**src/design/mpjs_pkg.sv**
```systemverilog
// Package for the multi-policy job scheduler: payload structs, codes and sizes.
// Depends on nothing; every design file imports it.
package mpjs_pkg;

    localparam int JOB_SLOTS  = 16;
    localparam int SLOT_BITS  = $clog2(JOB_SLOTS);
    localparam int TIME_BITS  = 32;
    localparam int TOTAL_BITS = 48;
    localparam logic [TOTAL_BITS-1:0] TOTAL_MAX = {TOTAL_BITS{1'b1}};

    typedef enum logic [1:0] {
        KIND_NEW    = 2'd0,
        KIND_QUANTUM = 2'd1,
        KIND_FINISH = 2'd2,
        KIND_QUERY  = 2'd3
    } kind_t;

    typedef enum logic [1:0] {
        ST_OK       = 2'd0,
        ST_FULL     = 2'd1,
        ST_IDLE     = 2'd2,
        ST_NONE_FIN = 2'd3
    } status_t;

    localparam logic [2:0] POL_FCFS = 3'd0;
    localparam logic [2:0] POL_PRI  = 3'd1;
    localparam logic [2:0] POL_PPRI = 3'd2;
    localparam logic [2:0] POL_SRTF = 3'd3;
    localparam logic [2:0] POL_RR   = 3'd4;
    localparam logic [2:0] POL_SJF  = 3'd5;

    typedef struct packed {
        logic [1:0]  kind;
        logic [31:0] event_time;
        logic [7:0]  job_tag;
        logic [31:0] run_length;
        logic [15:0] job_priority;
    } in_item_t;

    typedef struct packed {
        logic [1:0]  status;
        logic        next_valid;
        logic [7:0]  next_tag;
        logic [31:0] avg_wait;
        logic [31:0] avg_turnaround;
        logic [31:0] avg_response;
        logic [15:0] finished_total;
    } out_item_t;

    // One slot entry as stored in the job memory.
    typedef struct packed {
        logic [7:0]           tag;
        logic [TIME_BITS-1:0] arrival;
        logic                 start_set;
        logic [TIME_BITS-1:0] start;
        logic                 access_set;
        logic [TIME_BITS-1:0] access;
        logic [TIME_BITS-1:0] length;
        logic [TIME_BITS-1:0] remaining;
        logic [15:0]          priority_val;
    } slot_t;

    // Divider request and response between sequencer and divider.
    typedef struct packed {
        logic                  start;
        logic [TOTAL_BITS-1:0] dividend;
        logic [15:0]           divisor;
    } div_req_t;

    typedef struct packed {
        logic                  done;
        logic [TOTAL_BITS-1:0] quotient;
    } div_rsp_t;

endpackage

```
**src/design/mpjs_slot_mem.sv**
```systemverilog
// Job slot memory: one write port and one registered read port.
// Depends on mpjs_pkg.
module mpjs_slot_mem (
    input  logic                           clk,
    input  logic                           wr_en,
    input  logic [mpjs_pkg::SLOT_BITS-1:0] wr_addr,
    input  mpjs_pkg::slot_t                wr_data,
    input  logic [mpjs_pkg::SLOT_BITS-1:0] rd_addr,
    output mpjs_pkg::slot_t                rd_data
);
    import mpjs_pkg::*;

    slot_t mem [JOB_SLOTS];

    // Synchronous write and registered read.
    always_ff @(posedge clk)
    begin
        if (wr_en)
        begin
            mem[wr_addr] <= wr_data;
        end
        rd_data <= mem[rd_addr];
    end

endmodule

```
**config.mk**
```make
export PLATFORM = sky130hd
export DESIGN_NAME = mpjs_slot_mem
export DESIGN_NICKNAME = d
export VERILOG_FILES = /design/src/design/mpjs_pkg.sv /design/src/design/mpjs_slot_mem.sv
export SDC_FILE = /design/constraint.sdc
export NUM_CORES = 2
export LEC_CHECK = 0
export ABC_CLOCK_PERIOD_IN_PS = 26500
export BUFFER_PORTS_ARGS = -buffer_cell sky130_fd_sc_hd__buf_2
export CORE_MARGIN = 2
export CORE_UTILIZATION = 60
export CTS_BUF_LIST = sky130_fd_sc_hd__clkbuf_8
export DETAILED_ROUTE_END_ITERATION = 10
export HOLD_SLACK_MARGIN = 0.1
export PLACE_DENSITY = 0.82
export SETUP_SLACK_MARGIN = 0.2
export SYNTH_ARGS = -nofsm -noshare
export SYNTH_HDL_FRONTEND = slang
export SYNTH_SLANG_ARGS = --single-unit
export TNS_END_PERCENT = 20
```
**constraint.sdc**
```tcl
create_clock -name clk -period 26.5 [get_ports clk]
set_clock_uncertainty 0.1 [all_clocks]
set_input_delay 5.3 -clock clk [delete_from_list [all_inputs] [get_ports clk]]
set_output_delay 5.3 -clock clk [all_outputs]
set_load 0.02 [all_outputs]
```
# After elaboration in Yosys (flattened, before gate mapping)
# Memory sizes are Yosys's and may differ from the RTL's. A register that Yosys moved wholly into a read port is not among the register bits.
# Index checks and enable logic that the tools add are counted.
# word_totals
ff_bits	0
mem_bits_rw	2976
out_inout_bits	186
elab_cells	3
n_memories	1
# classes
muxes	2
# memory_table
name	depth	width	read_ports	rd_ports_with_merged_regs	wr	line	text
mem	16	186	1	1	1	mpjs_slot_mem.sv:13	slot_t mem [JOB_SLOTS];
# ops
op	n
2-to-1 mux 1 bit	2

# Longest topological paths before layout
# depth
ltp_word	2
depth_mapped	8
mapped_depth_nobuf	3

# Worst setup path after synthesis
# OpenSTA, ideal clock, no wires.
# synth_timing
kind	in2reg
startpoint	in wr_addr[2] (netlist name)
endpoint	mem mem[0][0] (netlist name), enable pin
setup_time_ps	962
arrival_time_ps	18341
setup_slack_ps	7096
path_stages	2
path_buffers	0
path_cell_list	or3b_2 nor3_1
# synth_lines
item	line	text
start: declaration	mpjs_slot_mem.sv:6	input logic [mpjs_pkg::SLOT_BITS-1:0] wr_addr,
end: declaration	mpjs_slot_mem.sv:13	
# No word-level cell before the write port.

==> metrics <==
P per Cell Area=between 70 and 80 nW/um^2; fin crit share=34.8%; hold-fix buffers at CTS=0; placed inst area=roughly 120000 um^2; Setup crit end kind=flop; number of synthesized flops with an enable pin=2976; Max Fclk=108 MHz; row count=160; delay-heaviest family, CP=buffers and inverters; final wirelength=264000 um; DRC viols=0; total power=9.94 mW; syn nets=5052; largest family of logic cells by synthesized area=multiplexers; Post-CTS Repair Setup Buffers=0; top cells by area, synth=edfxtp_1 (77%), mux4_2 (14%), dfxtp_1 (3.2%); crit-path cells=buf_8, buf_4, buf_4, buf_4, buf_4, mux4_2, a22oi_1, nand2_1; dominant cell type by area after synthesis=edfxtp_1; Detailed Routing Iterations Pass 1=6; drt first-iter violations=6495; Cells after Synth=4856; Post-Synth Simple-Gate Area=less than 1%; CTS tree=yes; port bufs=between 300 and 400; internal power=7.78 mW; share of cells above drive strength 1=31.9%; initial antenna violation count=between 80 and 90; CP Launch Type=primary input; clock power share=38.1%; mux share of post-synthesis cell area=14.7%; register area=between 90000 and 100000 um^2; Critical Path AT=between 10000 and 15000 ps; Hold WC Path Type=reg -> reg; Reg power frac=56.8%; Synth Register Bits=3162; TNS Setup=0 ps; Die X=443 um; Die Area=196000 um^2; Final Hold Viols=0; multi-input logic area=approximately 21000 um^2; first-pass GRT wire length=~380000 um; min Tclk post-route=9230 ps; xor and xnor area share after synthesis=0%; starting density of the core=60.5%; most frequent cell after synthesis=edfxtp_1; max incr delay on CP=between 900 and 1000 ps; ys flop type=edfxtp_1; Max IR drop VDD=49.6 uV; Crit-path slowest cell=buf_4; status=completed; Slew @ Worst Pin=1180 ps; final cell count without fillers=roughly 8500; Vert. Die Dim=443 um; Longest Clk Path Bufs=4; top post-synthesis cells by count=edfxtp_1 (2976), mux4_2 (697), a22oi_1 (318), dfxtp_1 (186), nand2_1 (141); post-synth cell types=25; Area Growth Syn to Fin=12.2%; Post-Syn Area per Cell=23.8 um^2; dpl hpwl=129000 um; cell mode on critical path=buf_4; Compound-Gate Fraction of Synth Area=between 2 and 3%; GRT overflow=0; Detail Route Antenna Nets=0; Fill cells=11000; final instance area=between 100000 and 150000 um^2; Max Cap Viol=0; WS Path Type=in -> reg; Static Leak=around 42 nW; num ports=382; fin nets=around 5700; Psw=2.16 mW; Root Driver=clkbuf_8; Max Slew Vio Count=0; gr usage total=27.0%; Post-Syn Area=about 120000 um^2; proportion of power drawn by combinational gates=under 10%; Yosys warnings=0; top-area cell type share of the netlist area=77.5%; asr flop ratio synth=0%; RSZ-0062 raised after global routing=no; Worst Path Max Fanout=83; core area=191000 um^2; clk sink count=3162; CP bufs+invs=5; WP data required=between 20000 and 30000 ps; clock-pin slew on the worst setup and hold paths=60 ps; Clk Latency, worst-skew pair=1100 ps; Switching Fraction=a little over a fifth; headroom to the max-slew limit=a little over a fifth; Post-CTS Resized=0; Placer Congestion=0.735; Synth Area in Adders=0%; largest net degree at the start of global routing=122; TritonCTS Buffers=approximately 480; wire per inst=between 30 and 40 um; register area share after synthesis=80.7%; final setup vio count=0; H-tree Lvls=5; placed insts=7583; routed vias=55100; vias in the first global route=56600; vias per cell=roughly 6.5
## per-stage QoR
| step | worst slack, ps | util, % | hold slack, ps |
|---|---|---|---|
| 3_3_place_gp | 16070 | 63.1 | 545 |
| 6_report | 17270 | 67.9 | 478 |
| 2_1_floorplan | 7100 | - | 535 |
| 3_5_place_dp | 15990 | 63.1 | 551 |
| 5_1_grt | 16770 | 67.9 | 483 |
| 4_1_cts | 17170 | 67.9 | 477 |
## power groups by stage
| stage | Clock, mW | Combinational (mW) | Sequential (mW) |
|---|---|---|---|
| after global placement | 0 | 0.501 | 5.74 |
| after detailed placement | 0 | 0.515 | 5.74 |
| after floorplan | 0 | 0.269 | 5.78 |
| final | 3.78 | 0.513 | 5.64 |
| after CTS | 3.84 | 0.517 | 5.64 |
| after global routing | 4.04 | 0.546 | 5.65 |
## placed cells by master (no fill, tap or decap), types with 33 or more instances in the layout
master	Yosys	final
mux4_2	697	697
nand2_1	141	141
inv_1	0	193
mux2i_1	33	33
buf_2	71	377
buf_4	40	79
mux2_2	87	87
clkbuf_8	0	529
clkinv_1	0	72
diode_2	0	47
clkinv_2	0	51
a22oi_1	318	318
edfxtp_1	2976	2976
dfxtp_1	186	186
## registers in the layout, summed over array words and instances, names as in the netlist
register / cells
mem: 2976
rd_data: 186
## per-layer routing
layer	vias up	share of wire (%)	GRT usage (%)	wire [um]
met5	-	0.12	0	323
met4	54	4.0	12.1	10600
met3	621	9.6	5.26	25400
met2	3325	51	44.7	134000
met1	28900	36	35.3	93900
li1	22300	-	-	-
## cells by family after synthesis
| kind of cell | Yosys count |
|---|---|
| muxes | 817 |
| buffers and inverters | 259 |
| and+or+nand+nor | 225 |
| AOI/OAI and AO/OA | 393 |
| DFF | 3162 |
## area by class of cell
cell class / instances / share of cell area (%)
flip-flops and latches: 3162 / 71.9
multi-input cells: 1435 / 16.3
well taps: 2511 / 2.43
clock buffers: 529 / 5.62
clock inverters: 346 / 1.45
diodes: 47 / 0.0908
repair buffers: 475 / 2.20
## worst reg2reg max path: cells and delay by family, from the launching register on
family	cells	cell delay (ps)
muxes	1	490
AOI/OAI and AO/OA	2	460
DFF	1	390
## final timing paths
check	start	to	slack (ps)	cells after the start
max	rd_addr[0]	rd_data[79]$_DFF_P_	17270	8
min	mem[6][53]$_DFFE_PP_	rd_data[53]$_DFF_P_	480	3
max reg2reg	mem[7][29]$_DFFE_PP_	rd_data[29]$_DFF_P_	24900	3
min reg2reg	mem[6][53]$_DFFE_PP_	rd_data[53]$_DFF_P_	480	3
No activity file was read; power rests on OpenSTA's default activity.
