File: src/design/mpjs_pkg.sv
// Package for the multi-policy job scheduler: payload structs, codes and sizes.
// Depends on nothing; every design file imports it.
package mpjs_pkg;

    localparam int JOB_SLOTS  = 16;
    localparam int SLOT_BITS  = $clog2(JOB_SLOTS);
    localparam int TIME_BITS  = 32;
    localparam int TOTAL_BITS = 48;
    localparam logic [TOTAL_BITS-1:0] TOTAL_MAX = {TOTAL_BITS{1'b1}};

    typedef enum logic [1:0] {
        KIND_NEW    = 2'd0,
        KIND_QUANTUM = 2'd1,
        KIND_FINISH = 2'd2,
        KIND_QUERY  = 2'd3
    } kind_t;

    typedef enum logic [1:0] {
        ST_OK       = 2'd0,
        ST_FULL     = 2'd1,
        ST_IDLE     = 2'd2,
        ST_NONE_FIN = 2'd3
    } status_t;

    localparam logic [2:0] POL_FCFS = 3'd0;
    localparam logic [2:0] POL_PRI  = 3'd1;
    localparam logic [2:0] POL_PPRI = 3'd2;
    localparam logic [2:0] POL_SRTF = 3'd3;
    localparam logic [2:0] POL_RR   = 3'd4;
    localparam logic [2:0] POL_SJF  = 3'd5;

    typedef struct packed {
        logic [1:0]  kind;
        logic [31:0] event_time;
        logic [7:0]  job_tag;
        logic [31:0] run_length;
        logic [15:0] job_priority;
    } in_item_t;

    typedef struct packed {
        logic [1:0]  status;
        logic        next_valid;
        logic [7:0]  next_tag;
        logic [31:0] avg_wait;
        logic [31:0] avg_turnaround;
        logic [31:0] avg_response;
        logic [15:0] finished_total;
    } out_item_t;

    // One slot entry as stored in the job memory.
    typedef struct packed {
        logic [7:0]           tag;
        logic [TIME_BITS-1:0] arrival;
        logic                 start_set;
        logic [TIME_BITS-1:0] start;
        logic                 access_set;
        logic [TIME_BITS-1:0] access;
        logic [TIME_BITS-1:0] length;
        logic [TIME_BITS-1:0] remaining;
        logic [15:0]          priority_val;
    } slot_t;

    // Divider request and response between sequencer and divider.
    typedef struct packed {
        logic                  start;
        logic [TOTAL_BITS-1:0] dividend;
        logic [15:0]           divisor;
    } div_req_t;

    typedef struct packed {
        logic                  done;
        logic [TOTAL_BITS-1:0] quotient;
    } div_rsp_t;

endpackage

File: src/design/mpjs_divider.sv
// Restoring divider, one quotient bit per cycle, for the statistics averages.
// Depends on mpjs_pkg.
module mpjs_divider (
    input  logic              clk,
    input  logic              rst_n,
    input  mpjs_pkg::div_req_t req,
    output mpjs_pkg::div_rsp_t rsp
);
    import mpjs_pkg::*;

    localparam int CNT_BITS = $clog2(TOTAL_BITS + 1);

    logic [TOTAL_BITS-1:0] quo_reg, quo_next;
    logic [16:0]           rem_reg, rem_next;
    logic [15:0]           dvs_reg, dvs_next;
    logic [CNT_BITS-1:0]   cnt_reg, cnt_next;
    logic                  busy_reg, busy_next;
    logic                  done_reg, done_next;
    logic [16:0]           trial;

    // One shift and subtract step per cycle.
    always_comb
    begin
        quo_next  = quo_reg;
        rem_next  = rem_reg;
        dvs_next  = dvs_reg;
        cnt_next  = cnt_reg;
        busy_next = busy_reg;
        done_next = 1'b0;
        trial     = {rem_reg[15:0], quo_reg[TOTAL_BITS-1]};
        if (req.start)
        begin
            quo_next  = req.dividend;
            rem_next  = '0;
            dvs_next  = req.divisor;
            cnt_next  = CNT_BITS'(TOTAL_BITS);
            busy_next = 1'b1;
        end
        else if (busy_reg)
        begin
            if (trial >= {1'b0, dvs_reg})
            begin
                rem_next = trial - {1'b0, dvs_reg};
                quo_next = {quo_reg[TOTAL_BITS-2:0], 1'b1};
            end
            else
            begin
                rem_next = trial;
                quo_next = {quo_reg[TOTAL_BITS-2:0], 1'b0};
            end
            cnt_next = cnt_reg - 1'b1;
            if (cnt_reg == CNT_BITS'(1))
            begin
                busy_next = 1'b0;
                done_next = 1'b1;
            end
        end
    end

    always_ff @(posedge clk or negedge rst_n)
    begin
        if (!rst_n)
        begin
            busy_reg <= 1'b0;
            done_reg <= 1'b0;
            cnt_reg  <= '0;
        end
        else
        begin
            busy_reg <= busy_next;
            done_reg <= done_next;
            cnt_reg  <= cnt_next;
        end
    end

    always_ff @(posedge clk)
    begin
        quo_reg <= quo_next;
        rem_reg <= rem_next;
        dvs_reg <= dvs_next;
    end

    assign rsp.done     = done_reg;
    assign rsp.quotient = quo_reg;

`ifndef SYNTH
    a_done_after_busy: assert property (@(posedge clk) disable iff (!rst_n)
        done_reg |-> $past(busy_reg))
        else $error("divider done without a running division");
    a_start_busy: assert property (@(posedge clk) disable iff (!rst_n)
        req.start |=> busy_reg)
        else $error("divider did not start");
`endif

endmodule

File: config.mk
export PLATFORM = sky130hd
export DESIGN_NAME = mpjs_divider
export DESIGN_NICKNAME = d
export VERILOG_FILES = /design/src/design/mpjs_pkg.sv /design/src/design/mpjs_divider.sv
export SDC_FILE = /design/constraint.sdc
export NUM_CORES = 1
export LEC_CHECK = 0
export ABC_AREA = 0
export BUFFER_PORTS_ARGS = -buffer_cell sky130_fd_sc_hd__buf_4
export CORE_MARGIN = 2
export CORE_UTILIZATION = 53
export CTS_CLUSTER_SIZE = 40
export DETAILED_ROUTE_END_ITERATION = 7
export HOLD_SLACK_MARGIN = 0.1
export PLACE_DENSITY = 0.83
export SYNTH_ARGS = -nofsm -noshare
export SYNTH_HDL_FRONTEND = slang
export SYNTH_SLANG_ARGS = --single-unit
File: constraint.sdc
create_clock -name clk -period 3.2 [get_ports clk]
set_input_delay 0.16 -clock clk [delete_from_list [all_inputs] [get_ports clk]]
set_output_delay 0.16 -clock clk [all_outputs]
set_load 0.1 [all_outputs]
**After elaboration in Yosys (flattened, before gate mapping)**

Index checks and enable logic that the tools add are counted.
Widths: inputs -> output; s select.

- Shifts and indexed selects: 0
- Divide/modulo/power cells: 0
- Muxes and demuxes: 12
- Multipliers: 0
- Add/sub/neg operators: 2
- $lt $le $gt $ge: 1
- Reductions and logical operators: 1
- Bitwise operators: 0
- Eq/ne operators: 1

Operators with widths:

| cell | number |
|---|---|
| $mux 48 | 2 |
| $ge 17x16->1 | 1 |
| $mux 16 | 1 |
| $sub 16x16->16 | 1 |
| $mux 6 | 2 |
| $mux 1 | 7 |
| $eq 6x1->1 const B | 1 |
| $sub 6x1->6 const B | 1 |
| $reduce_bool 2->1 | 1 |

- Word-level logic and storage cells: 23
- Memories: 0
- Bits of input ports: 67
- ROM bits: 0
- Flip-flop bits (word level): 88
- Latch bits: 0
- Output and inout port bits: 49
- Bits in writable memories: 0

**Logic depth before layout (Yosys ltp)**

Gate-level depths: netlist (run 1).

- Depth after elaboration: 4
- Depth in mapped cells: 11
- Mapped depth without buffers: 10

**Worst setup path before layout (run 1)**

OpenSTA, ideal clock, no wires.

- Path type: flip-flop to flip-flop
- Start: reg quo_reg[47]
- End: reg rem_reg[14]
- Data required time: 3131 ps
- Buffers on the path: 0
- Slack: 190 ps
- Cell stages (with the launch flop): 11
- Arrival: 2941 ps
- Setup time: 69 ps
- Cells stage by stage: edfxtp_1 inv_1 ha_1 fa_1 nand2b_1 a211o_1 a21oi_1 o31a_1 nor3_1 or3_1 o21ai_1

- Word-level cells in the longest chain between the ends: 2
- Elaborated cells on any way between the ends: 3
- Those cells by class: add/sub (1); order compare (1); mux (1)

Ends and longest elaborated chain:

| what | RTL line | text |
|---|---|---|
| start, declared | mpjs_divider.sv:13 | `logic [TOTAL_BITS-1:0] quo_reg, quo_next;` |
| start signal, assigned | mpjs_divider.sv:78 | `quo_reg <= quo_next;` |
| $sub 16x16->16 / $ge 17x16->1 (equally long branches) | mpjs_divider.sv:43, mpjs_divider.sv:41 |  |
| $mux 16 * | mpjs_divider.sv:41 | `if (trial >= {1'b0, dvs_reg})` |
| end signal, assigned | mpjs_divider.sv:79 | `rem_reg <= rem_next;` |
| end, declared | mpjs_divider.sv:14 | `logic [16:0] rem_reg, rem_next;` |

Every way passes the cells marked *; elsewhere a longest branch is shown, timed or not.
A chain may end at the register's enable or synchronous reset.

**Worst setup path in the final report (run 1)**

Same ends and word-level chain as after synthesis.

==> results of run 1 <==
logic make-up after synthesis:
logic type | Yosys count | share of synthesized area, %
compound gates | 62 | 9.343
xor+xnor | 16 | 3.200
fa+ha+maj | 19 | 5.600
buf+inv | 36 | 3.543
flops | 88 | 55.77
mux | 54 | 13.69
simple gates | 79 | 8.858
through the flow:
| stage | instance area (sq um) | power (mW) | instances | utilization, % | setup WS [ns] |
|---|---|---|---|---|---|
| 6_report | 5987 | 3.210 | 623 | 73.98 | 0.6574 |
| 5_1_grt | 5987 | 3.313 | 623 | 73.98 | 0.5034 |
| 4_1_cts | 5967 | 3.208 | 621 | 73.73 | 0.6772 |
| 3_5_place_dp | 5339 | 2.317 | 564 | 65.97 | 0.7056 |
| 3_3_place_gp | 5339 | 2.300 | 564 | 65.97 | 0.7641 |
| 2_1_floorplan | 4379 | 2.091 | 354 | - | 0.1900 |
repair_timing:
item                                   4_1_cts  5_1_grt
endpoints found under the hold margin       48        2
hold buffers                                41        2
gates resized for setup                      0        0
synthesized netlist by cell type, drive strengths merged, types with 5 or more instances:
| master | count |
|---|---|
| edfxtp | 64 |
| mux2 | 47 |
| nand2 | 24 |
| nor2 | 21 |
| inv | 20 |
| ha | 18 |
| o21ai | 18 |
| dfxtp | 16 |
| a21oi | 14 |
| clkbuf | 10 |
| xnor2 | 10 |
| dfrtp | 8 |
| nand2b | 8 |
| nand3 | 8 |
| mux2i | 7 |
| buf | 6 |
| xor2 | 6 |
| a211oi | 5 |
| o311ai | 5 |
worst max-delay path, stage by stage (launching register included):
cell and delay (ns):
sky130_fd_sc_hd__edfxtp_1 0.39, sky130_fd_sc_hd__inv_1 0.06, sky130_fd_sc_hd__ha_1 0.22, sky130_fd_sc_hd__fa_1 0.40, sky130_fd_sc_hd__nand2b_1 0.18, sky130_fd_sc_hd__a211o_1 0.30
sky130_fd_sc_hd__a21oi_1 0.27, sky130_fd_sc_hd__o31a_1 0.18, sky130_fd_sc_hd__nor3_1 0.04, sky130_fd_sc_hd__or3_1 0.34, sky130_fd_sc_hd__o21ai_1 0.11
layer usage:
layer | wire [um] | global-route usage [%] | share of wire (%)
met1 | 4249 | 28.88 | 39
met2 | 5548 | 43.32 | 50
met3 | 928 | 9.657 | 8.4
met4 | 308 | 10.39 | 2.8
met5 | 0 | 0 | 0
placed cells by master (no fill, tap or decap), types with 2 or more instances in the layout:
cell type,Yosys,final
sky130_fd_sc_hd__buf_4,1,121
sky130_fd_sc_hd__edfxtp_1,64,64
sky130_fd_sc_hd__mux2_2,47,47
sky130_fd_sc_hd__dlygate4sd3_1,0,43
sky130_fd_sc_hd__nand2_1,23,23
sky130_fd_sc_hd__nor2_1,21,21
sky130_fd_sc_hd__inv_1,20,19
sky130_fd_sc_hd__ha_1,18,18
sky130_fd_sc_hd__o21ai_0,16,16
sky130_fd_sc_hd__dfxtp_1,16,16
sky130_fd_sc_hd__a21oi_1,14,14
sky130_fd_sc_hd__xnor2_1,10,10
sky130_fd_sc_hd__clkbuf_8,0,9
sky130_fd_sc_hd__nand2b_1,8,8
sky130_fd_sc_hd__nand3_1,8,8
sky130_fd_sc_hd__dfrtp_1,8,8
sky130_fd_sc_hd__mux2i_1,7,7
sky130_fd_sc_hd__xor2_1,6,6
sky130_fd_sc_hd__o311ai_1,5,5
sky130_fd_sc_hd__a211oi_1,5,5
sky130_fd_sc_hd__a21o_1,4,4
sky130_fd_sc_hd__a32oi_1,4,4
sky130_fd_sc_hd__and2_1,3,3
sky130_fd_sc_hd__nor3_1,3,3
sky130_fd_sc_hd__or3_1,3,3
sky130_fd_sc_hd__nor2b_1,2,2
sky130_fd_sc_hd__o2111ai_1,2,2
sky130_fd_sc_hd__o21ai_1,2,2
sky130_fd_sc_hd__a221oi_1,2,2
sky130_fd_sc_hd__bufinv_16,0,2
sky130_fd_sc_hd__inv_6,0,2
area by class of cell:
type	instances	area [sq um]
Tap cell	105	131.4
Clock inverter	7	93.84
Sequential cell	88	2442
Multi-Input combinational cell	230	1782
Clock buffer	9	123.9
Inverter	20	75.07
Fill cell	530	2106
Timing Repair Buffer	164	1339
power by group through the flow:
stage	registers, mW	clock network, mW	logic [mW]
floorplan	1.88	0	0.208
global placement	1.42	0	0.885
detailed placement	1.42	0	0.899
CTS	1.40	0.871	0.941
global route	1.41	0.904	0.994
finish	1.40	0.854	0.954
worst min path at each step:
| stage | from | end | slack (ns) | depth (start not counted) |
|---|---|---|---|---|
| after floorplan | rst_n | busy_reg | -0.14 | 0 |
| after global placement | rst_n | cnt_reg[0] | -0.02 | 1 |
| after detailed placement | rst_n | cnt_reg[5] | -0.02 | 1 |
| after CTS | req[56] | quo_reg[40] | 0.10 | 2 |
| after global routing | req[57] | quo_reg[41] | 0.11 | 2 |
| final | req[56] | quo_reg[40] | 0.11 | 2 |
==> impl_metrics.sql, run 1 <==
INSERT INTO impl_metrics (metric_group, metric, value, unit) VALUES
('status', 'outcome', 'finished clean', ''),
('detailed_routing', 'dr.first_iter.drc_count', '137', ''),
('worst_setup_path', 'setup.reg_to_reg.worst_slack', '0.66', 'ns'),
('detailed_routing', 'drc', '0', ''),
('sta', 'grt_setup_unrepaired', 'no', ''),
('clock_network', 'clock_insertion_delay_worst_skew', '0.36', 'ns'),
('yosys', 'syn-cell-area', '4379', 'sq um'),
('global_route', 'grt_pass1_wl', '17.37', 'mm'),
('floorplanning', 'placeableCoreArea', '8093', 'sq um'),
('global_route', 'grt_use_total', '25.50', '%'),
('yosys', 'synthDominantAreaCellType', 'sky130_fd_sc_hd__edfxtp_1', ''),
('layout', 'final_nets', '599', ''),
('yosys', 'synth_nets', '440', ''),
('worst_setup_path', 'reg_to_reg_critical_path_startpoint', 'quo_reg[47]', ''),
('placement', 'detailed_place_hpwl', '6.881', 'mm'),
('pwr', 'vdd.ir_drop.worst', '0.3895', 'mV'),
('pwr', 'netSwitchingPower', '1.143', 'mW'),
('yosys', 'yosys-top-cells-area', 'sky130_fd_sc_hd__edfxtp_1 44%, sky130_fd_sc_hd__mux2_2 12%, sky130_fd_sc_hd__dfxtp_1 7.3%', ''),
('yosys', 'dominantRegCellSynth', 'sky130_fd_sc_hd__edfxtp_1', ''),
('clock_network', 'cts_tree', 'done', ''),
('floorplanning', 'rows', '33', ''),
('layout', 'area_growth_syn_to_layout', '36.71', '%'),
('yosys', 'synth-edff-count', '64', ''),
('pwr', 'power.density_cell_area', '536.1', 'nW/um^2'),
('detailed_routing', 'routed_wl', '11.03', 'mm'),
('clock_network', 'cts_setup_buffers', '0', ''),
('layout', 'largest_register_ff_count', '48', ''),
('floorplanning', 'die_area', '9006', 'sq um'),
('sta', 'timing_worst_slew_pin_value', '0.8268', 'ns'),
('worst_setup_path', 'worst-setup-path-type', 'reg -> reg', ''),
('clock_network', 'clock_tree.root_cell', 'sky130_fd_sc_hd__clkbuf_8', ''),
('worst_setup_path', 'setup.worst_path.end', 'rem_reg[14]', ''),
('pwr', 'clkPwrFrac', '26.6', '%'),
('layout', 'post_route_cells_drive_above_1_share', '36.29', '%'),
('worst_setup_path', 'timing.critical_path.fanout_max', '3', ''),
('yosys', 'syn_avg_cell_area', '12.37', 'sq um'),
('run', 'maxCapViolations', '0', ''),
('placement', 'place.gp.congestion', '0.8836', ''),
('clock_network', 'clockBufferDepth', '2', ''),
('detailed_routing', 'routed_wire_length_per_instance', '17.71', 'um'),
('worst_setup_path', 'reg2reg_depth', '10', ''),
('sta', 'finalClockSkew', '0.01128', 'ns'),
('sta', 'slew_viol_final', '0', ''),
('global_route', 'grt_start_max_net_pins', '49', ''),
('clock_network', 'tritoncts.num_buffers', '9', ''),
('yosys', 'seq_area_frac_synth', '55.77', '%'),
('yosys', 'ys_types', '48', ''),
('global_route', 'first_global_vias', '3529', ''),
('pwr', 'power.share.switching', '35.62', '%'),
('clock_network', 'clk_transition_reported_paths', '0.09', 'ns'),
('detailed_routing', 'routed-via-count', '3419', ''),
('sta', 'timing.slew.headroom', '44.77', '%'),
('sta', 'period_share', '79.46', '%'),
('clock_network', 'ctsHtreeMaxLevel', '3', ''),
('detailed_routing', 'postRouteAntennaNets', '0', ''),
('sta', 'max_clock_freq', '0.3933', 'GHz'),
('worst_setup_path', 'worstPathArrival', '2.84', 'ns'),
('yosys', 'async_reset_ff_share', '9.091', '%'),
('worst_setup_path', 'critPathLaunchType', 'flop', ''),
('detailed_routing', 'avgViaCountPerCell', '5.488', ''),
('sta', 'post-route-min-period', '2.543', 'ns'),
('worst_setup_path', 'setup.worst_path.end_class', 'flop', ''),
('floorplanning', 'die_h', '94.90', 'um'),
('sta', 'whs', '0.1118', 'ns'),
('layout', 'n_antenna_cell', '0', ''),
('yosys', 'synthesis.yosys.warnings', '0', ''),
('min_path', 'class_of_the_tightest_hold_or_removal_check', 'in -> reg', ''),
('pwr', 'p_int', '2.066', 'mW'),
('pwr', 'p_leak', '2.621', 'nW'),
('sta', 'fin_setup_tns', '0', 'ns'),
('pwr', 'power.sequential.fraction', '43.7', '%');
(Power assumes the default switching activity.)
==> run 2: changes to the inputs <==
--- a/config.mk
+++ b/config.mk
@@ -5,14 +5,14 @@
 export SDC_FILE = /design/constraint.sdc
 export NUM_CORES = 1
 export LEC_CHECK = 0
-export ABC_AREA = 0
+export ABC_AREA = 1
 export BUFFER_PORTS_ARGS = -buffer_cell sky130_fd_sc_hd__buf_4
 export CORE_MARGIN = 2
-export CORE_UTILIZATION = 53
+export CORE_UTILIZATION = 49
 export CTS_CLUSTER_SIZE = 40
 export DETAILED_ROUTE_END_ITERATION = 7
 export HOLD_SLACK_MARGIN = 0.1
-export PLACE_DENSITY = 0.83
+export PLACE_DENSITY = 0.8
 export SYNTH_ARGS = -nofsm -noshare
 export SYNTH_HDL_FRONTEND = slang
 export SYNTH_SLANG_ARGS = --single-unit
==> constraint.sdc (replaced) <==
create_clock -name clk -period 2.05 [get_ports clk]
set_input_delay 0.1025 -clock clk [delete_from_list [all_inputs] [get_ports clk]]
set_output_delay 0.1025 -clock clk [all_outputs]
set_load 0.1 [all_outputs]
==> run 2 against run 1 <==
Highest routed layer unchanged. Non-clock buffer count grew 28. Register-to-register slack lost 0.53 ns. Synthesized area grew 11%. Critical path depth grew 3. Combinational power grew to 4.2 times the previous value. Setup slack lost 0.53 ns.
==> impl_metrics.sql, run 2 <==
INSERT INTO impl_metrics (metric_group, metric, value, unit) VALUES
('detailed_routing', 'drc', '0', ''),
('pwr', 'p_leak', '3.482', 'nW'),
('global_route', 'first_global_vias', '4654', ''),
('global_route', 'grt_use_total', '25.10', '%'),
('detailed_routing', 'dr.first_iter.drc_count', '312', ''),
('pwr', 'post-layout-total-power', '7.689', 'mW'),
('worst_setup_path', 'timing.critical_path.fanout_max', '3', ''),
('yosys', 'syn_avg_cell_area', '8.372', 'sq um'),
('sta', 'fin_setup_tns', '0', 'ns'),
('run', 'maxCapViolations', '0', ''),
('worst_setup_path', 'critical_path.slowest_cell', 'sky130_fd_sc_hd__edfxtp_1', ''),
('yosys', 'synth_nets', '666', ''),
('sta', 'slew_viol_final', '0', ''),
('yosys', 'synth-edff-count', '64', ''),
('floorplanning', 'design.portCount', '116', ''),
('placement', 'numPortBuffers', '115', ''),
('worst_setup_path', 'worstPathArrival', '2.18', 'ns'),
('clock_network', 'ctsHtreeMaxLevel', '3', ''),
('layout', 'final_common_cell', 'sky130_fd_sc_hd__nand2_1', ''),
('yosys', 'seq_area_frac_synth', '50.30', '%'),
('worst_setup_path', 'path_buf_inv', '2', ''),
('layout', 'design_area', '6898', 'sq um'),
('layout', 'sequential_cell_area', '2442', 'sq um'),
('yosys', 'ys_types', '38', ''),
('worst_setup_path', 'reg2reg_depth', '13', ''),
('placement', 'placed_cell_area', '5877', 'sq um'),
('yosys', 'postSynthCellCount', '580', ''),
('global_route', 'grt_pass1_wl', '21.74', 'mm'),
('sta', 'report.final.setup_viol', '0', ''),
('worst_setup_path', 'setup.worst_path.end_class', 'flop', ''),
('clock_network', 'clk_transition_reported_paths', '0.09', 'ns'),
('placement', 'detailedPlace.worstSlack', '0.06705', 'ns'),
('sta', 'post-route-min-period', '1.927', 'ns'),
('placement', 'place_inst', '815', ''),
('clock_network', 'clkSinkCount', '88', ''),
('yosys', 'synth.cells.most_frequent', '269 x sky130_fd_sc_hd__nand2_1, 64 x sky130_fd_sc_hd__edfxtp_1, 61 x sky130_fd_sc_hd__inv_1, 25 x sky130_fd_sc_hd__nand3_1, 19 x sky130_fd_sc_hd__nand3b_1', ''),
('clock_network', 'tritoncts.num_buffers', '9', ''),
('clock_network', 'cts_tree', 'done', ''),
('status', 'outcome', 'finished clean', ''),
('detailed_routing', 'detailedRoute.firstPassIterationCount', '7', ''),
('yosys', 'syn-cell-area', '4856', 'sq um'),
('yosys', 'dominantRegCellSynth', 'sky130_fd_sc_hd__edfxtp_1', ''),
('worst_setup_path', 'worst-setup-path-type', 'reg -> reg', ''),
('layout', 'post_route_cells_drive_above_1_share', '25.00', '%'),
('floorplanning', 'die_width', '103.6', 'um'),
('yosys', 'post-synth-top-count-cell', 'sky130_fd_sc_hd__nand2_1', ''),
('worst_setup_path', 'critPathMostFrequentCell', 'sky130_fd_sc_hd__nand2_1', ''),
('placement', 'place.gp.congestion', '0.8996', ''),
('global_route', 'grt_start_max_net_pins', '51', ''),
('layout', 'fillerInstances', '649', ''),
('yosys', 'synth-seq-cells', '88', ''),
('clock_network', 'clockBufferDepth', '2', ''),
('floorplanning', 'die_area', '10720', 'sq um'),
('sta', 'period_share', '94.00', '%'),
('min_path', 'count_of_cells_along_the_worst_hold_path', '3', ''),
('yosys', 'async_reset_ff_share', '9.091', '%'),
('worst_setup_path', 'critical_path.top_delay_family', 'simple AND/OR/NAND/NOR gates', ''),
('sta', 'timing_hold_violations_final', '0', ''),
('yosys', 'synth_top_area_share', '39.58', '%'),
('clock_network', 'clock_tree.root_cell', 'sky130_fd_sc_hd__clkbuf_8', ''),
('worst_setup_path', 'critical_path.max_stage_delay', '0.41', 'ns'),
('worst_setup_path', 'cp_num_cells', '13', ''),
('yosys', 'yosys-top-cells-area', 'sky130_fd_sc_hd__edfxtp_1 40%, sky130_fd_sc_hd__nand2_1 21%, sky130_fd_sc_hd__dfxtp_1 6.6%', ''),
('layout', 'multiInputGateArea', '2226', 'sq um'),
('floorplanning', 'die_h', '103.6', 'um'),
('worst_setup_path', 'worstPathRequired', '2.30', 'ns'),
('global_route', 'antenna_found_initial', '0', ''),
('global_route', 'grt-ovfl-total', '0', ''),
('sta', 'max_clock_freq', '0.5190', 'GHz'),
('yosys', 'synthesis.yosys.warnings', '0', ''),
('pwr', 'vdd.ir_drop.worst', '0.6265', 'mV'),
('layout', 'finish.cell_count_without_fillers', '905', ''),
('floorplanning', 'placeableCoreArea', '9684', 'sq um'),
('layout', 'largest_register_ff_count', '48', ''),
('layout', 'layout_common_cells', '269 x sky130_fd_sc_hd__nand2_1, 125 x sky130_fd_sc_hd__buf_4, 65 x sky130_fd_sc_hd__dlygate4sd3_1', ''),
('sta', 'timing.slew.headroom', '32.27', '%'),
('sta', 'finalClockSkew', '0.01509', 'ns'),
('detailed_routing', 'routed-via-count', '4571', ''),
('floorplanning', 'initial_core_util', '50.14', '%'),
('pwr', 'power.density_cell_area', '1115', 'nW/um^2'),
('detailed_routing', 'routed_wire_length_per_instance', '15.00', 'um'),
('sta', 'timing_worst_slew_pin_value', '1.014', 'ns'),
('layout', 'final_nets', '853', ''),
('layout', 'area_growth_syn_to_layout', '42.05', '%'),
('detailed_routing', 'routed_wl', '13.58', 'mm'),
('detailed_routing', 'postRouteAntennaNets', '0', ''),
('min_path', 'class_of_the_tightest_hold_or_removal_check', 'in -> reg', ''),
('worst_setup_path', 'path_cells', 'inv_2 -> ha_4 -> fa_2 -> inv_1 -> nand4_1 -> nand2_1 -> nand2_1 -> nand2_1 -> nand2_1 -> nand2_1 -> nand2_1 -> nand3_1 -> nand2_1', ''),
('detailed_routing', 'avgViaCountPerCell', '5.051', ''),
('yosys', 'synthDominantAreaCellType', 'sky130_fd_sc_hd__edfxtp_1', ''),
('clock_network', 'clock_insertion_delay_worst_skew', '0.37', 'ns'),
('sta', 'timing.final.ws_setup', '0.1231', 'ns'),
('layout', 'n_antenna_cell', '0', ''),
('floorplanning', 'rows', '36', ''),
('worst_setup_path', 'critPathLaunchType', 'flop', ''),
('placement', 'detailed_place_hpwl', '8.174', 'mm');
## run 2: cell count changes after synthesis, moves of 11 or more
cell                       before  now
sky130_fd_sc_hd__mux2_2        47    0
sky130_fd_sc_hd__o21ai_0       16    5
sky130_fd_sc_hd__nand3_1        8   25
sky130_fd_sc_hd__nand2_1       23  269
sky130_fd_sc_hd__inv_1         20   61
sky130_fd_sc_hd__nand2_2        1   16
sky130_fd_sc_hd__nand3b_1       0   19
## run 2: worst paths after layout
| check | slack (ns) | startpoint | endpoint |
|---|---|---|---|
| hold / removal | 0.17 | req[16] | quo_reg[0] |
| hold reg to reg | 0.48 | rem_reg[7] | rem_reg[7] |
| setup / recovery | 0.12 | quo_reg[47] | rem_reg[14] |
| setup reg to reg | 0.12 | quo_reg[47] | rem_reg[14] |
| min in group asynchronous | 0.71 | rst_n | cnt_reg[0] |
| max in group asynchronous | 1.06 | rst_n | cnt_reg[5] |
## run 2: routing by layer
metal / GRT usage (%) / vias to the layer above / wire (um)
li1: - / 2208 / -
met1: 29.22 / 2114 / 5391
met2: 43.85 / 225 / 6718
met3: 8.055 / 24 / 1197
met4: 8.398 / 0 / 271
met5: 0 / - / 0
## run 2: stage by stage
step / utilization (%) / hold slack [ns]
2_1_floorplan: - / -0.1931
3_3_place_gp: 60.68 / -0.07652
3_5_place_dp: 60.68 / -0.07358
4_1_cts: 69.29 / 0.1511
5_1_grt: 71.23 / 0.1904
6_report: 71.23 / 0.1658
## run 2: power by group
part           internal (mW)  switching, mW
logic                   1.52           2.52
clock network          0.562          0.622
registers               2.22          0.250
## run 2: logic make-up (layout without fill, tap and decap cells)
kind of cell,Yosys count,count (layout),synth area share [%]
simple gates,359,361,33.42
flops,88,88,50.30
buf+inv,85,275,7.395
fa+ha+maj,19,19,5.050
compound gates,23,23,2.757
xor+xnor,6,6,1.082
## run 2: tightest hold or removal path, delay by kind of cell
| family | cells | cell delay [ns] |
|---|---|---|
| AO/OA/AOI/OAI | 1 | 0.06 |
| buffers and inverters | 1 | 0.11 |
| AND/OR/NAND/NOR | 1 | 0.10 |
## run 2: what timing repair did
item	CTS	global route
gates resized for setup	0	12
endpoints found under the setup margin	0	17
endpoints found under the hold margin	71	0
hold buffers	65	0
setup buffers	0	7
## run 2: cell type report
cell class / count / share of cell area [%]
Tap cell: 133 / 2.412
Inverter: 67 / 3.646
Sequential cell: 88 / 35.41
Clock buffer: 12 / 1.959
Clock inverter: 4 / 0.6893
Timing Repair Buffer: 192 / 23.62
Multi-Input combinational cell: 409 / 32.27
==> run 3: changes to the inputs <==
--- a/config.mk
+++ b/config.mk
@@ -6,13 +6,14 @@
 export NUM_CORES = 1
 export LEC_CHECK = 0
 export ABC_AREA = 1
-export BUFFER_PORTS_ARGS = -buffer_cell sky130_fd_sc_hd__buf_4
 export CORE_MARGIN = 2
-export CORE_UTILIZATION = 49
+export CORE_UTILIZATION = 55
 export CTS_CLUSTER_SIZE = 40
 export DETAILED_ROUTE_END_ITERATION = 7
+export DONT_BUFFER_PORTS = 1
 export HOLD_SLACK_MARGIN = 0.1
-export PLACE_DENSITY = 0.8
+export PLACE_DENSITY = 0.76
+export REMOVE_ABC_BUFFERS = 1
 export SYNTH_ARGS = -nofsm -noshare
 export SYNTH_HDL_FRONTEND = slang
 export SYNTH_SLANG_ARGS = --single-unit
==> run 3 against run 2 <==
Via count fell by 2.8%. Wire length rose by 0.10%. Utilization rose by 1.9 points. Sequential power decreased by 2%. Critical path type unchanged. Largest cell class unchanged. Highest routed layer unchanged.
==> impl_metrics.sql, run 3 (synthesis gave the netlist of run 2 again) <==
INSERT INTO impl_metrics (metric_group, metric, value, unit) VALUES
('sta', 'timing.slew.headroom', '31.10', '%'),
('floorplanning', 'die_width', '97.96', 'um'),
('worst_setup_path', 'setup.reg_to_reg.worst_slack', '0.1', 'ns'),
('worst_setup_path', 'worstPathArrival', '2.21', 'ns'),
('floorplanning', 'placeableCoreArea', '8636', 'sq um'),
('clock_network', 'clock_insertion_delay_worst_skew', '0.37', 'ns'),
('sta', 'timing_worst_slew_pin_value', '1.032', 'ns'),
('placement', 'numPortBuffers', '0', ''),
('pwr', 'comb_power_share', '52.6', '%'),
('layout', 'design_area', '6317', 'sq um'),
('global_route', 'first_global_vias', '4462', ''),
('pwr', 'p_leak', '3.162', 'nW'),
('status', 'outcome', 'finished clean', ''),
('sta', 'max_clock_freq', '0.5126', 'GHz'),
('worst_setup_path', 'timing.critical_path.fanout_max', '8', ''),
('clock_network', 'clockBufferDepth', '2', ''),
('sta', 'post-route-min-period', '1.951', 'ns'),
('pwr', 'vdd.ir_drop.worst', '0.5898', 'mV'),
('run', 'maxCapViolations', '0', ''),
('floorplanning', 'die_h', '97.96', 'um'),
('global_route', 'grt_pass1_wl', '21.13', 'mm'),
('sta', 'timing.final.ws_setup', '0.09905', 'ns'),
('floorplanning', 'initial_core_util', '56.23', '%'),
('global_route', 'grt_start_max_net_pins', '68', ''),
('clock_network', 'clkSinkCount', '88', ''),
('global_route', 'antenna_found_initial', '0', ''),
('pwr', 'power.sequential.fraction', '31.5', '%'),
('layout', 'fillerInstances', '569', ''),
('placement', 'place_inst', '722', ''),
('detailed_routing', 'dr.first_iter.drc_count', '282', ''),
('sta', 'fin_setup_tns', '0', 'ns'),
('clock_network', 'ctsHtreeMaxLevel', '3', ''),
('pwr', 'clkPwrFrac', '15.8', '%'),
('worst_setup_path', 'setup.worst_path.end_class', 'flop', ''),
('min_path', 'count_of_cells_along_the_worst_hold_path', '2', ''),
('pwr', 'power.share.switching', '46.21', '%'),
('sta', 'report.final.setup_viol', '0', ''),
('worst_setup_path', 'critPathLaunchType', 'flop', ''),
('layout', 'final_nets', '785', ''),
('layout', 'area_growth_syn_to_layout', '30.10', '%'),
('layout', 'layout_common_cells', '267 x sky130_fd_sc_hd__nand2_1, 66 x sky130_fd_sc_hd__dlygate4sd3_1, 64 x sky130_fd_sc_hd__edfxtp_1', ''),
('sta', 'finalClockSkew', '0.01646', 'ns'),
('placement', 'detailedPlace.worstSlack', '0.09540', 'ns'),
('placement', 'detailed_place_hpwl', '7.479', 'mm'),
('floorplanning', 'rows', '34', ''),
('global_route', 'grt-ovfl-total', '0', ''),
('detailed_routing', 'routed_wire_length_per_instance', '16.72', 'um'),
('clock_network', 'clock_tree.root_cell', 'sky130_fd_sc_hd__clkbuf_8', ''),
('pwr', 'post-layout-total-power', '7.665', 'mW'),
('worst_setup_path', 'reg2reg_depth', '12', ''),
('worst_setup_path', 'worstPathRequired', '2.31', 'ns'),
('pwr', 'p_int', '4.123', 'mW'),
('detailed_routing', 'avgViaCountPerCell', '5.466', ''),
('sta', 'timing_hold_violations_final', '0', ''),
('min_path', 'class_of_the_tightest_hold_or_removal_check', 'in -> reg', ''),
('layout', 'post_route_cells_drive_above_1_share', '17.19', '%'),
('pwr', 'netSwitchingPower', '3.542', 'mW'),
('detailed_routing', 'postRouteAntennaNets', '0', ''),
('sta', 'slew_viol_final', '0', ''),
('layout', 'fin_util', '73.15', '%'),
('detailed_routing', 'routed_wl', '13.59', 'mm'),
('worst_setup_path', 'worst-setup-path-type', 'reg -> reg', ''),
('clock_network', 'tritoncts.num_buffers', '9', ''),
('layout', 'sequential_cell_area', '2442', 'sq um'),
('placement', 'place.gp.congestion', '0.9126', ''),
('detailed_routing', 'routed-via-count', '4444', ''),
('layout', 'multiInputGateArea', '2136', 'sq um'),
('floorplanning', 'design.portCount', '116', ''),
('detailed_routing', 'drc', '0', ''),
('placement', 'placed_cell_area', '5274', 'sq um'),
('sta', 'period_share', '95.17', '%'),
('pwr', 'power.density_cell_area', '1213', 'nW/um^2'),
('global_route', 'grt_use_total', '27.43', '%'),
('layout', 'final_common_cell', 'sky130_fd_sc_hd__nand2_1', ''),
('sta', 'whs', '0.1175', 'ns'),
('layout', 'finish.cell_count_without_fillers', '813', ''),
('layout', 'largest_register_ff_count', '48', ''),
('detailed_routing', 'detailedRoute.firstPassIterationCount', '5', ''),
('clock_network', 'clk_transition_reported_paths', '0.10', 'ns'),
('floorplanning', 'die_area', '9596', 'sq um'),
('clock_network', 'cts_tree', 'done', '');
==> run 3: cell count changes in the layout (fill, tap and decap cells not counted), sizes merged <==
cell         before  now
buf             127   58
bufinv            1    0
inv              66   70
diode             0    1
dlygate4sd3      65   66
clkbuf           12    9
==> run 3: worst max-delay path, stage by stage (launching register included) <==
cell and delay, ns:
sky130_fd_sc_hd__edfxtp_1 0.34, sky130_fd_sc_hd__inv_1 0.04, sky130_fd_sc_hd__ha_2 0.38, sky130_fd_sc_hd__nand2_1 0.12
sky130_fd_sc_hd__inv_2 0.10, sky130_fd_sc_hd__nand3b_4 0.12, sky130_fd_sc_hd__a21oi_4 0.22, sky130_fd_sc_hd__nor2_8 0.08
sky130_fd_sc_hd__buf_12 0.14, sky130_fd_sc_hd__nand2_8 0.11, sky130_fd_sc_hd__nand2_1 0.06, sky130_fd_sc_hd__nand3_1 0.08
sky130_fd_sc_hd__nand2_1 0.05
==> run 3: final timing paths <==
| kind | startpoint | to |
|---|---|---|
| setup reg to reg | dvs_reg[14] | rem_reg[8] |
| max in group asynchronous | rst_n | cnt_reg[3] |
| hold / removal | req[64] | done_reg |
| hold reg to reg | rem_reg[4] | rem_reg[4] |
| setup / recovery | dvs_reg[14] | rem_reg[8] |
| min in group asynchronous | rst_n | cnt_reg[1] |
==> run 3: layout make-up <==
cell class                      count  share of cell area [%]
Tap cell                          108                   2.139
Clock inverter                      7                   1.149
Clock buffer                        9                   1.961
Antenna cell                        1                 0.03961
Multi-Input combinational cell    409                   33.81
Timing Repair Buffer              124                   18.26
Inverter                           67                   3.981
Sequential cell                    88                   38.66
==> run 3: routing by layer <==
| layer | GRT usage (%) | part of all wire, % |
|---|---|---|
| met4 | 9.722 | 3.3 |
| met3 | 7.731 | 8.2 |
| met5 | 0 | 0 |
| met2 | 48.58 | 51 |
| met1 | 31.81 | 37 |
==> run 3: power groups by stage <==
stage / clock [mW] / sequential, mW / combinational (mW)
finish: 1.21 / 2.42 / 4.03
global route: 1.29 / 2.45 / 4.34
CTS: 1.22 / 2.39 / 3.51
detailed placement: 0 / 2.42 / 3.35
global placement: 0 / 2.42 / 3.28
floorplan: 0 / 3.11 / 2.03
==> run 3: repair_timing <==
action / 4_1_cts / 5_1_grt
setup endpoints to repair: 0 / 16
resized for setup: 0 / 13
endpoints found under the hold margin: 100 / 0
hold buffers: 67 / 0
buffers inserted: 0 / 5
